$ cat src/rtl/ssia_pkg.sv
// Shared types, constants and the arctangent table for the segment slope/intercept/angle core.
`default_nettype none
package ssia_pkg;

  localparam int N_CORDIC = 51;
  localparam int N_TURN   = 46;
  localparam int N_DIV    = 48;
  localparam int PRESCALE = 44;

  localparam logic [63:0] PI_Q60     = 64'h3243F6A8885A308D;
  localparam logic [63:0] TWO_PI_Q60 = 64'h6487ED5110B4611A;

  // one vectoring rotation step: x, y, z as two's complement words
  typedef struct packed {
    logic [63:0] x;
    logic [63:0] y;
    logic [63:0] z;
  } cord_t;

  // one restoring division step: divisor, partial remainder, dividend/quotient shift
  typedef struct packed {
    logic [15:0] d;
    logic [15:0] rem;
    logic [N_DIV-1:0] sh;
  } div_t;

  // radians-to-turns division step
  typedef struct packed {
    logic [63:0] r;
    logic [N_TURN-1:0] q;
  } turn_t;

  // atan(2^-i) in Q.60 radians, alternating series for i >= 1
  function automatic logic [63:0] atan_pow2(input int i);
    logic [63:0] acc;
    logic [63:0] p;
    logic [63:0] t;
    logic        add;
    int          n;
    acc = 64'd0;
    add = 1'b1;
    if (i == 0) begin
      acc = PI_Q60 >> 2;
    end else begin
      for (n = 1; n <= 59; n += 2) begin
        if (i * n <= 60) begin
          p = 64'd1 << (60 - i * n);
          unique case (n)
            1:  t = p;
            3:  t = p / 64'd3;
            5:  t = p / 64'd5;
            7:  t = p / 64'd7;
            9:  t = p / 64'd9;
            11: t = p / 64'd11;
            13: t = p / 64'd13;
            15: t = p / 64'd15;
            17: t = p / 64'd17;
            19: t = p / 64'd19;
            21: t = p / 64'd21;
            23: t = p / 64'd23;
            25: t = p / 64'd25;
            27: t = p / 64'd27;
            29: t = p / 64'd29;
            31: t = p / 64'd31;
            33: t = p / 64'd33;
            35: t = p / 64'd35;
            37: t = p / 64'd37;
            39: t = p / 64'd39;
            41: t = p / 64'd41;
            43: t = p / 64'd43;
            45: t = p / 64'd45;
            47: t = p / 64'd47;
            49: t = p / 64'd49;
            51: t = p / 64'd51;
            53: t = p / 64'd53;
            55: t = p / 64'd55;
            57: t = p / 64'd57;
            59: t = p / 64'd59;
            default: t = 64'd0;
          endcase
          acc = add ? acc + t : acc - t;
          add = ~add;
        end
      end
    end
    return acc;
  endfunction

endpackage
`default_nettype wire

$ cat src/rtl/ssia_turn_cell.sv
// One step of the radians-to-turns division by two pi, with its output register.
`default_nettype none
module ssia_turn_cell (
  input  wire logic           clk,
  input  wire logic           en,
  input  wire ssia_pkg::turn_t a,
  output ssia_pkg::turn_t      b
);
  import ssia_pkg::*;

  logic [63:0] r2;
  turn_t b_next;

  always_comb begin
    r2 = {a.r[62:0], 1'b0};
    if (r2 >= TWO_PI_Q60) begin
      b_next.r = r2 - TWO_PI_Q60;
      b_next.q = {a.q[N_TURN-2:0], 1'b1};
    end else begin
      b_next.r = r2;
      b_next.q = {a.q[N_TURN-2:0], 1'b0};
    end
  end

  always_ff @(posedge clk) begin
    if (en) begin
      b <= b_next;
    end
  end
endmodule
`default_nettype wire

$ cat config.mk
export PLATFORM = sky130hd
export DESIGN_NAME = ssia_turn_cell
export DESIGN_NICKNAME = d
export VERILOG_FILES = /design/src/rtl/ssia_pkg.sv /design/src/rtl/ssia_turn_cell.sv
export SDC_FILE = /design/constraint.sdc
export NUM_CORES = 1
export LEC_CHECK = 0
export ABC_CLOCK_PERIOD_IN_PS = 3900
export BUFFER_PORTS_ARGS = -buffer_cell sky130_fd_sc_hd__buf_2
export CAP_MARGIN = 5
export CORE_MARGIN = 2
export CORE_UTILIZATION = 35
export DETAILED_ROUTE_END_ITERATION = 10
export GPL_TIMING_DRIVEN = 0
export PLACE_DENSITY_LB_ADDON = 0.05
export SYNTH_ARGS = -nofsm -noshare
export SYNTH_HDL_FRONTEND = slang
export SYNTH_SLANG_ARGS = --single-unit
$ cat constraint.sdc
create_clock -name clk -period 3.9 [get_ports clk]
set_clock_uncertainty 0.05 [all_clocks]
set_input_delay 0.585 -clock clk [delete_from_list [all_inputs] [get_ports clk]]
set_output_delay 0.585 -clock clk [all_outputs]
set_load 0.02 [all_outputs]
## Word-level counts from Yosys, hierarchy flattened

Cells that the tools add are included.

| word-level totals | value |
|---|---|
| register bits | 110 |
| input port bits | 112 |
| output and inout port bits | 110 |
| logic and storage cells | 6 |

| cells by class | value |
|---|---|
| add/sub/neg operators | 1 |
| $lt $le $gt $ge | 1 |
| multiplexer cells | 1 |

Operator list:

| kind | number |
|---|---|
| two-way mux 110 bit | 1 |
| >= comparator 64 x 63 -> 1 bit, second input constant | 1 |
| subtractor 64 x 63 -> 64 bit, second input constant | 1 |

## Longest topological paths before layout

| depth | value |
|---|---|
| depth after elaboration | 2 |
| depth in mapped cells | 13 |
| mapped depth without buffers | 10 |

## Worst setup path before layout

No wires, ideal clock.

| path | value |
|---|---|
| path type | input to register |
| from | input a[99] (netlist name) |
| to | register b[73] (netlist name), data pin |
| setup time | 263 ps |
| arrival time | 2,539 ps |
| data required time | 3,587 ps |
| setup slack | 1,048 ps |
| cell stages on the path | 12 |
| path buffers | 4 |
| cells stage by stage | or4_1 -> buf_2 -> nor4_4 -> and4_1 -> a311oi_1 -> and2_1 -> buf_6 -> inv_2 -> buf_2 -> buf_4 -> nand2_1 -> xnor2_1 |

RTL lines:

| what | line | text |
|---|---|---|
| start: declaration | ssia_turn_cell.sv:6 | `input wire ssia_pkg::turn_t a,` |
| end signal: assignment | ssia_turn_cell.sv:27 | `b <= b_next;` |
| end: declaration | ssia_turn_cell.sv:7 | `output ssia_pkg::turn_t b` |

==> impl_metrics.tcl <==
set metrics [dict create \
    status "completed" \
    grt_pass1_wl_um 22600 \
    ios 222 \
    nFillCells 1419 \
    clk_pin_slew_ns 0.08 \
    synth_area_leader_cell "edfxtp_1" \
    initial_core_util_pct 36.2 \
    rsz0062_at_grt "no" \
    cts_tree "built" \
    place_area_mm2 0.00661 \
    relSlewSlack_pct 54.6 \
    fin_crit_ns 3.09 \
    rows 44 \
    cts_resized 0 \
    grt_max_degree 62 \
    final_area_mm2 0.00692 \
    cp-start-kind "input pin" \
    p_switching_mw 0.852 \
    largest_register_ffs 109 \
    ys_warn_count 0 \
    worstSetupPathType "input pin to register" \
    synth_edf_count 109 \
    die_area_mm2 0.0162 \
    slowest_stage "o41a_1" \
    synth_area_mm2 0.00531 \
    synth_top_cell_area_share_pct 61.7 \
    pwr-share-clk_pct 32.4 \
    grt_pass1_vias 4070 \
    antenna_left 0 \
    fin_crit_sh_pct 79.3 \
    synth-seq-cells 109 \
    diodes 0 \
    layout.nets 754 \
    numCtsBuffers 9 \
    ir_drop_mv 0.247 \
    hold_slack_ns 0.354 \
    dp_slack_ns 0.378 \
    min_path_type "input pin to register" \
    core_mm2 0.0146 \
    cts_htree_levels 3 \
    seq_power_share_pct 48.6 \
    grtUsageTotal_pct 18.2 \
    setup_violations 0 \
    numClockSinks 109 \
    synth.avg_cell_area_um2 12.6 \
    crit_path_end_kind "register" \
    ys_seq_area_share_pct 61.7 \
    p_comb_share_pct 18.9 \
    cp_cell_sequence "buf_2 -> inv_1 -> ha_1 -> nand4b_1 -> and3_1 -> o211ai_1 -> a31oi_1 -> o41a_1 -> o21ba_2 -> nor2_1 -> mux2_2" \
    synthFlopType "edfxtp_1" \
    cp.arrival_ns 3.15 \
    netlist_instances 420 \
    first_iter_violations 279 \
    totalWireLength_um 14900 \
    wire_per_inst_um 18.0 \
    crit_fanout 6 \
    top_regs "b: 109 flops" \
    worstMarginPinSlew_ns 0.681 \
    fmax_ghz 0.323 \
    hold_viol 0 \
    switching_share_pct 28.5 \
    post-route-util_pct 47.3 \
    drc 0 \
    clock_path_buffers 2 \
    grt_antenna_before_repair 1 \
    syn-num-nets 534 \
    yosysMostFrequentCell "edfxtp_1" \
    area_delta_synth_final_pct 30.5 \
    fin_ws_ns 0.806 \
    yosys-top-cells-area "edfxtp_1 62%, xor2_1 5.1%, xnor2_1 5.0%" \
    cpPeakStageDelay_ns 0.47 \
    leakagePower_nw 2.83 \
    slew_viol_final 0 \
    largest-register "b" \
    tns_ns 0 \
    powerDensity_mw_per_mm2 432 \
    gp_congestion 0.814 \
    maxCapViolCount 0 \
    overflow 0 \
    critPathBufInv 2 \
    worstPathRequired_ns 3.96 \
    via_per_inst 5.02 \
    synth_commonest_cells "109 x edfxtp_1, 34 x nand2_1, 31 x xor2_1" \
    regArea_mm2 0.00327 \
    drive_gt1_share_pct 39.4 \
    synth_cell_types 58 \
    io_buffers 208 \
    vias 4160 \
    cts_root_buf "clkbuf_16" \
    dr.pass1.iters 4 \
    die_h_um 127 \
    dpl.hpwl_um 11300 \
    async_reset_ff_share_pct 0 \
    multiInputGateArea_mm2 0.00189 \
    cts_setup_buffers 0 \
    die_w_um 127 \
    p_int_mw 2.14 \
    critPathTopFamily "compound AO/OA/AOI/OAI gates" \
    holdBufCountCts 0 \
]
-- cell type report --
type | instances | area share (%)
clock buffers | 9 | 3.25
plain buffers | 19 | 1.52
well taps | 184 | 3.32
repair buffers | 209 | 15.5
clock inverters | 7 | 1.34
multi-input cells | 281 | 27.2
inverters | 11 | 0.596
flip-flops and latches | 109 | 47.3
-- cell usage in the layout (no fill, tap or decap), types with 5 or more instances in the layout --
cell type    n
nor2_1      30
and3_1       5
and2_1       5
clkbuf_16    9
clkbuf_1     6
inv_1       10
xnor2_1     30
nor4b_1      6
nor4_1       7
a21oi_1     18
nand2_1     34
nand3_1     11
edfxtp_1   109
buf_2      215
xor2_1      31
o21ai_0     16
nor3_1      10
-- worst paths after layout --
| check | depth (start not counted) | from | endpoint | slack, ns |
|---|---|---|---|---|
| max | 11 | a[46] | b[109]$_DFFE_PP_ | 0.81 |
| min | 1 | a[3] | b[4]$_DFFE_PP_ | 0.35 |
-- per-layer routing --
layer	GRT usage, %	vias up	routed length [µm]
met2	28.7	181	6840
met4	5.49	2	171
li1	-	2006	-
met5	0	-	13
met1	24.9	1958	6740
met3	4.36	13	1140
-- logic make-up after synthesis --
family / share of synthesized area, %
other: 0.0707
adder cells (fa/ha/maj): 0.472
AND/OR/NAND/NOR: 15.0
buffers and inverters: 2.76
XOR/XNOR: 10.1
AO/OA/AOI/OAI: 9.69
flip-flops: 61.7
multiplexers: 0.212
-- per-stage QoR --
stage               power (mW)  instances
floorplan                 1.80        420
global placement          2.05        812
detailed placement        2.05        813
CTS                       3.03        829
global route              3.12        829
finish                    2.99        829
-- power groups by stage --
stage	clock [mW]	combinational [mW]	sequential (mW)
floorplan	0	0.161	1.63
global placement	0	0.567	1.48
detailed placement	0	0.573	1.48
CTS	1.00	0.574	1.46
global route	1.04	0.614	1.47
finish	0.970	0.566	1.45
Power figures use the tool's default switching activity.
