## config.mk

```make
export PLATFORM = sky130hd
export DESIGN_NAME = ssia_div_cell
export DESIGN_NICKNAME = d
export VERILOG_FILES = /design/src/rtl/ssia_pkg.sv /design/src/rtl/ssia_div_cell.sv
export SDC_FILE = /design/constraint.sdc
export NUM_CORES = 1
export LEC_CHECK = 0
export BUFFER_PORTS_ARGS = -buffer_cell sky130_fd_sc_hd__buf_2
export CAP_MARGIN = 40
export CORE_UTILIZATION = 35
export CTS_BUF_LIST = sky130_fd_sc_hd__clkbuf_4
export DETAILED_ROUTE_END_ITERATION = 7
export GPL_TIMING_DRIVEN = 0
export HOLD_SLACK_MARGIN = 0.02
export PLACE_DENSITY_LB_ADDON = 0.12
export SETUP_SLACK_MARGIN = 0.1
export SLEW_MARGIN = 20
export SYNTH_ARGS = -nofsm -noshare
export SYNTH_HDL_FRONTEND = slang
export SYNTH_SLANG_ARGS = --single-unit
```

## constraint.sdc

```tcl
create_clock -name clk -period 3.7 [get_ports clk]
set_input_delay 0.74 -clock clk [delete_from_list [all_inputs] [get_ports clk]]
set_output_delay 0.74 -clock clk [all_outputs]
set_load 0.02 [all_outputs]
```

## src/rtl/ssia_pkg.sv

```systemverilog
// Shared types, constants and the arctangent table for the segment slope/intercept/angle core.
`default_nettype none
package ssia_pkg;

  localparam int N_CORDIC = 51;
  localparam int N_TURN   = 46;
  localparam int N_DIV    = 48;
  localparam int PRESCALE = 44;

  localparam logic [63:0] PI_Q60     = 64'h3243F6A8885A308D;
  localparam logic [63:0] TWO_PI_Q60 = 64'h6487ED5110B4611A;

  // one vectoring rotation step: x, y, z as two's complement words
  typedef struct packed {
    logic [63:0] x;
    logic [63:0] y;
    logic [63:0] z;
  } cord_t;

  // one restoring division step: divisor, partial remainder, dividend/quotient shift
  typedef struct packed {
    logic [15:0] d;
    logic [15:0] rem;
    logic [N_DIV-1:0] sh;
  } div_t;

  // radians-to-turns division step
  typedef struct packed {
    logic [63:0] r;
    logic [N_TURN-1:0] q;
  } turn_t;

  // atan(2^-i) in Q.60 radians, alternating series for i >= 1
  function automatic logic [63:0] atan_pow2(input int i);
    logic [63:0] acc;
    logic [63:0] p;
    logic [63:0] t;
    logic        add;
    int          n;
    acc = 64'd0;
    add = 1'b1;
    if (i == 0) begin
      acc = PI_Q60 >> 2;
    end else begin
      for (n = 1; n <= 59; n += 2) begin
        if (i * n <= 60) begin
          p = 64'd1 << (60 - i * n);
          unique case (n)
            1:  t = p;
            3:  t = p / 64'd3;
            5:  t = p / 64'd5;
            7:  t = p / 64'd7;
            9:  t = p / 64'd9;
            11: t = p / 64'd11;
            13: t = p / 64'd13;
            15: t = p / 64'd15;
            17: t = p / 64'd17;
            19: t = p / 64'd19;
            21: t = p / 64'd21;
            23: t = p / 64'd23;
            25: t = p / 64'd25;
            27: t = p / 64'd27;
            29: t = p / 64'd29;
            31: t = p / 64'd31;
            33: t = p / 64'd33;
            35: t = p / 64'd35;
            37: t = p / 64'd37;
            39: t = p / 64'd39;
            41: t = p / 64'd41;
            43: t = p / 64'd43;
            45: t = p / 64'd45;
            47: t = p / 64'd47;
            49: t = p / 64'd49;
            51: t = p / 64'd51;
            53: t = p / 64'd53;
            55: t = p / 64'd55;
            57: t = p / 64'd57;
            59: t = p / 64'd59;
            default: t = 64'd0;
          endcase
          acc = add ? acc + t : acc - t;
          add = ~add;
        end
      end
    end
    return acc;
  endfunction

endpackage
`default_nettype wire

```

## src/rtl/ssia_div_cell.sv

```systemverilog
// One restoring division step (one quotient bit) with its output register.
`default_nettype none
module ssia_div_cell (
  input  wire logic          clk,
  input  wire logic          en,
  input  wire ssia_pkg::div_t a,
  output ssia_pkg::div_t      b
);
  import ssia_pkg::*;

  logic [16:0] t;
  div_t b_next;

  always_comb begin
    t        = {a.rem, a.sh[N_DIV-1]};
    b_next.d = a.d;
    if (t >= {1'b0, a.d}) begin
      b_next.rem = 16'(t - {1'b0, a.d});
      b_next.sh  = {a.sh[N_DIV-2:0], 1'b1};
    end else begin
      b_next.rem = t[15:0];
      b_next.sh  = {a.sh[N_DIV-2:0], 1'b0};
    end
  end

  always_ff @(posedge clk) begin
    if (en) begin
      b <= b_next;
    end
  end
endmodule
`default_nettype wire

```

## Word level (Yosys, flattened, before mapping)

Cells that the tools add are included.
Widths: inputs -> output; s select.

| storage, ports and cells | value |
|---|---|
| bits in registers | 80 |
| bits of input ports | 82 |
| word-level logic and storage cells | 6 |
| output and inout port bits | 80 |

| operators by class | value |
|---|---|
| add/sub/neg operators | 1 |
| multiplexer cells | 1 |
| $lt $le $gt $ge | 1 |

Operators with widths:

| kind | number |
|---|---|
| $mux 64 | 1 |
| $ge 17x16->1 | 1 |
| $sub 16x16->16 | 1 |

## Depth between registers and ports, before layout

| logic depth | value |
|---|---|
| word-level depth | 2 |
| mapped depth | 10 |
| gate-level depth less buffers | 9 |

## Least setup slack after synthesis

Ideal clock, no wire load.

| path | value |
|---|---|
| kind | input -> register |
| start | in a[68] (netlist name) |
| end | reg b[56] (netlist name) (data pin) |
| path slack | 0.811 ns |
| stages on the path | 9 |
| buffers on the path | 1 |
| arrival | 2.628 ns |
| path through | inv_1 > ha_1 > a211oi_1 > o211ai_1 > o21ai_2 > o211ai_2 > a31oi_4 > buf_6 > mux2_4 |

RTL lines:

| what | RTL line | source |
|---|---|---|
| start, declared | ssia_div_cell.sv:6 | `input wire ssia_pkg::div_t a,` |
| end signal, assigned | ssia_div_cell.sv:28 | `b <= b_next;` |
| end, declared | ssia_div_cell.sv:7 | `output ssia_pkg::div_t b` |

==> metrics.txt <==
status complete, no violations; PostCTS Resize Cnt 0; Mapped Cells 235; Biggest register b; Worst EP required between 3000 and 4000 ps; Rows 36; endpoints failing hold 0; post-synthesis xor/xnor area fraction between 2 and 2.5%; layout cells sized above 1 between 40% and 50%; first-pass GRT wire length about 11000 um; Routability Congestion around 0.84; Worst-Margin Slew ~600 ps; met3 Usage GRT 4.75%; Synth cell types 39; PnR worst setup slack 821 ps; top flop regs b x80; VDD IR-drop max approximately 0.16 mV; Initial Util 36.1%; crit-path cells buf_2 -> inv_1 -> ha_1 -> fa_1 -> nor2b_1 -> o31ai_1 -> a211oi_1 -> nor2_1 -> a32o_1 -> o31a_1; Max H-tree Level 3; WP data arrival 3070 ps; CP Capture Type register; pwr dens around 450 nW/um^2; Final period util between 70 and 80%; met1 Resource Use GR 17.8%; CP Max Fanout 4; post-synthesis compound-gate area fraction 10.7%; # IOs 162; drc violations 0; simple-gate share of the synthesized area 4.66%; M2 GR Usage around 25%; synthesized area 3550 um^2; Fin Setup TNS 0 ps; vias in the first global route 2307; All-Layer GR Usage 14.9%; Slew HR 60.0%; clock root buffer clkbuf_4; Ys Warns 0; delay-heaviest family, CP compound AO/OA/AOI/OAI gates; Post-Synthesis Net Count 334; chip width 103 um; pre-CTS setup slack 329 ps; clk slew on worst S/H paths ~130 ps; max reg flops 80; Die Area 10500 um^2; Async SR Flop Fraction 0%; DIE HEIGHT between 100 and 150 um; TritonRoute pass-1 iters 4; Max clock buf depth 2; final WL between 7000 and 8000 um; Final setup viols 0; DR vias 2524; initial antenna violation count 0; WHS roughly 480 ps; Pleak 2.08 nW; Antenna Violating Nets Remaining 0; CORE AREA 9820 um^2; DR WL/cell 14.4 um; DRT iter0 DRCs 53; clock buffer count from CTS 9; Worst setup SP type primary input; Num Clock Sinks 80; adder-cell area share of the yosys netlist 6.21%; Period minus WS final about 2900 ps; Critical path buffers and inverters 2; sequential area share after synthesis 67.7%; mux share of post-synthesis cell area 5.33%; CTS tree done; fin nets 507; fmax approximately 350 MHz; dominant synthesized flop cell edfxtp_1; RSZ-0062 raised after global routing no; grt peak-use layer met2; final slew viol count 0; kind of critical path in2reg; Worst path slowest cell a211oi_1; largest net degree at the start of global routing 54; synthesis-stage register bit count 80; Inserted Diodes 0; EDFF count, synth 80; max cap viols 0; CTS Hold Bufs 0; main combinational cell family by area after synthesis compound AO/OA/AOI/OAI gates; Area growth, synth to finish 32.1%; total grt overflow 0; Post-CTS Setup Inserts 0; Critical Path Max Stage Delay about 560 ps; syn avg cell area 15.1 um^2; Vias/cell 4.62; worst hold path type in2reg; PortBufs 161; Final HPWL DP between 6000 and 7000 um
report_power, final:
group / internal (mW) / switching, mW
clock: 0.206 / 0.317
sequential: 1.10 / 0.0175
combinational: 0.193 / 0.280
cell families (layout without fill, tap and decap cells):
group	Yosys count	in the layout
XOR/XNOR	9	9
flip-flops	80	80
AO/OA/AOI/OAI	55	55
buffers and inverters	26	204
multiplexers	15	15
adder cells (fa/ha/maj)	17	17
AND/OR/NAND/NOR	33	33
metrics by stage:
step | std cells | utilization [%] | cell area, um^2 | total power [mW]
after detailed placement | 530 | 46.3 | 4550 | 1.62
after CTS | 546 | 47.7 | 4690 | 2.15
after global routing | 546 | 47.7 | 4690 | 2.21
after global placement | 529 | 46.0 | 4520 | 1.60
final | 546 | 47.7 | 4690 | 2.11
after floorplan | 235 | - | 3550 | 1.43
Yosys cell counts, types with 2 or more instances:
| library cell | number | area, um^2 |
|---|---|---|
| a21boi_0 | 2 | 15.0 |
| xnor2_1 | 6 | 52.6 |
| o31a_1 | 2 | 17.5 |
| xor2_1 | 3 | 26.3 |
| nand2_1 | 8 | 30.0 |
| nor2_1 | 12 | 45.0 |
| a211oi_1 | 5 | 37.5 |
| buf_4 | 2 | 15.0 |
| inv_1 | 22 | 82.6 |
| edfxtp_1 | 80 | 2400 |
| nand3_1 | 3 | 15.0 |
| o21a_1 | 3 | 22.5 |
| o21ai_0 | 12 | 60.1 |
| a21o_1 | 7 | 52.6 |
| nor2b_1 | 3 | 18.8 |
| mux2_4 | 6 | 90.1 |
| a21oi_1 | 14 | 70.1 |
| ha_1 | 16 | 200 |
| nand4_1 | 2 | 12.5 |
| mux2i_1 | 2 | 20.0 |
| mux2_2 | 7 | 78.8 |
layout by cell type (no fill, tap or decap), types with 3 or more instances in the layout:
cell	netlist	routed
a21o_1	7	7
o21ai_0	12	12
edfxtp_1	80	80
nor2_1	12	12
xor2_1	3	3
mux2_4	6	6
nand3_1	3	3
o21a_1	3	3
buf_4	2	3
clkbuf_4	0	9
nand2_1	8	8
a21oi_1	14	14
buf_2	0	160
a211oi_1	5	5
nor2b_1	3	3
ha_1	16	16
xnor2_1	6	6
inv_1	22	22
mux2_2	7	7
routing by layer:
metal | routed length, um | share of wire [%] | vias to the layer above
li1 | - | - | 1236
met1 | 3320 | 42 | 1173
met2 | 3730 | 48 | 110
met3 | 696 | 8.9 | 5
met4 | 99 | 1.3 | 0
met5 | 0 | 0 | -
final cells by class:
| class | count | area [um^2] |
|---|---|---|
| Buffer | 4 | 31.3 |
| Clock buffer | 9 | 67.6 |
| Clock inverter | 7 | 70.1 |
| Fill cell | 948 | 5130 |
| Inverter | 22 | 82.6 |
| Multi-Input combinational cell | 129 | 1030 |
| Sequential cell | 80 | 2400 |
| Tap cell | 133 | 166 |
| Timing Repair Buffer | 162 | 836 |
path summary, 6_finish.rpt:
| kind | depth (start not counted) | start | endpoint |
|---|---|---|---|
| setup / recovery | 10 | a[47] | b[60] |
| hold / removal | 1 | a[26] | b[27] |
Power figures use the tool's default switching activity.
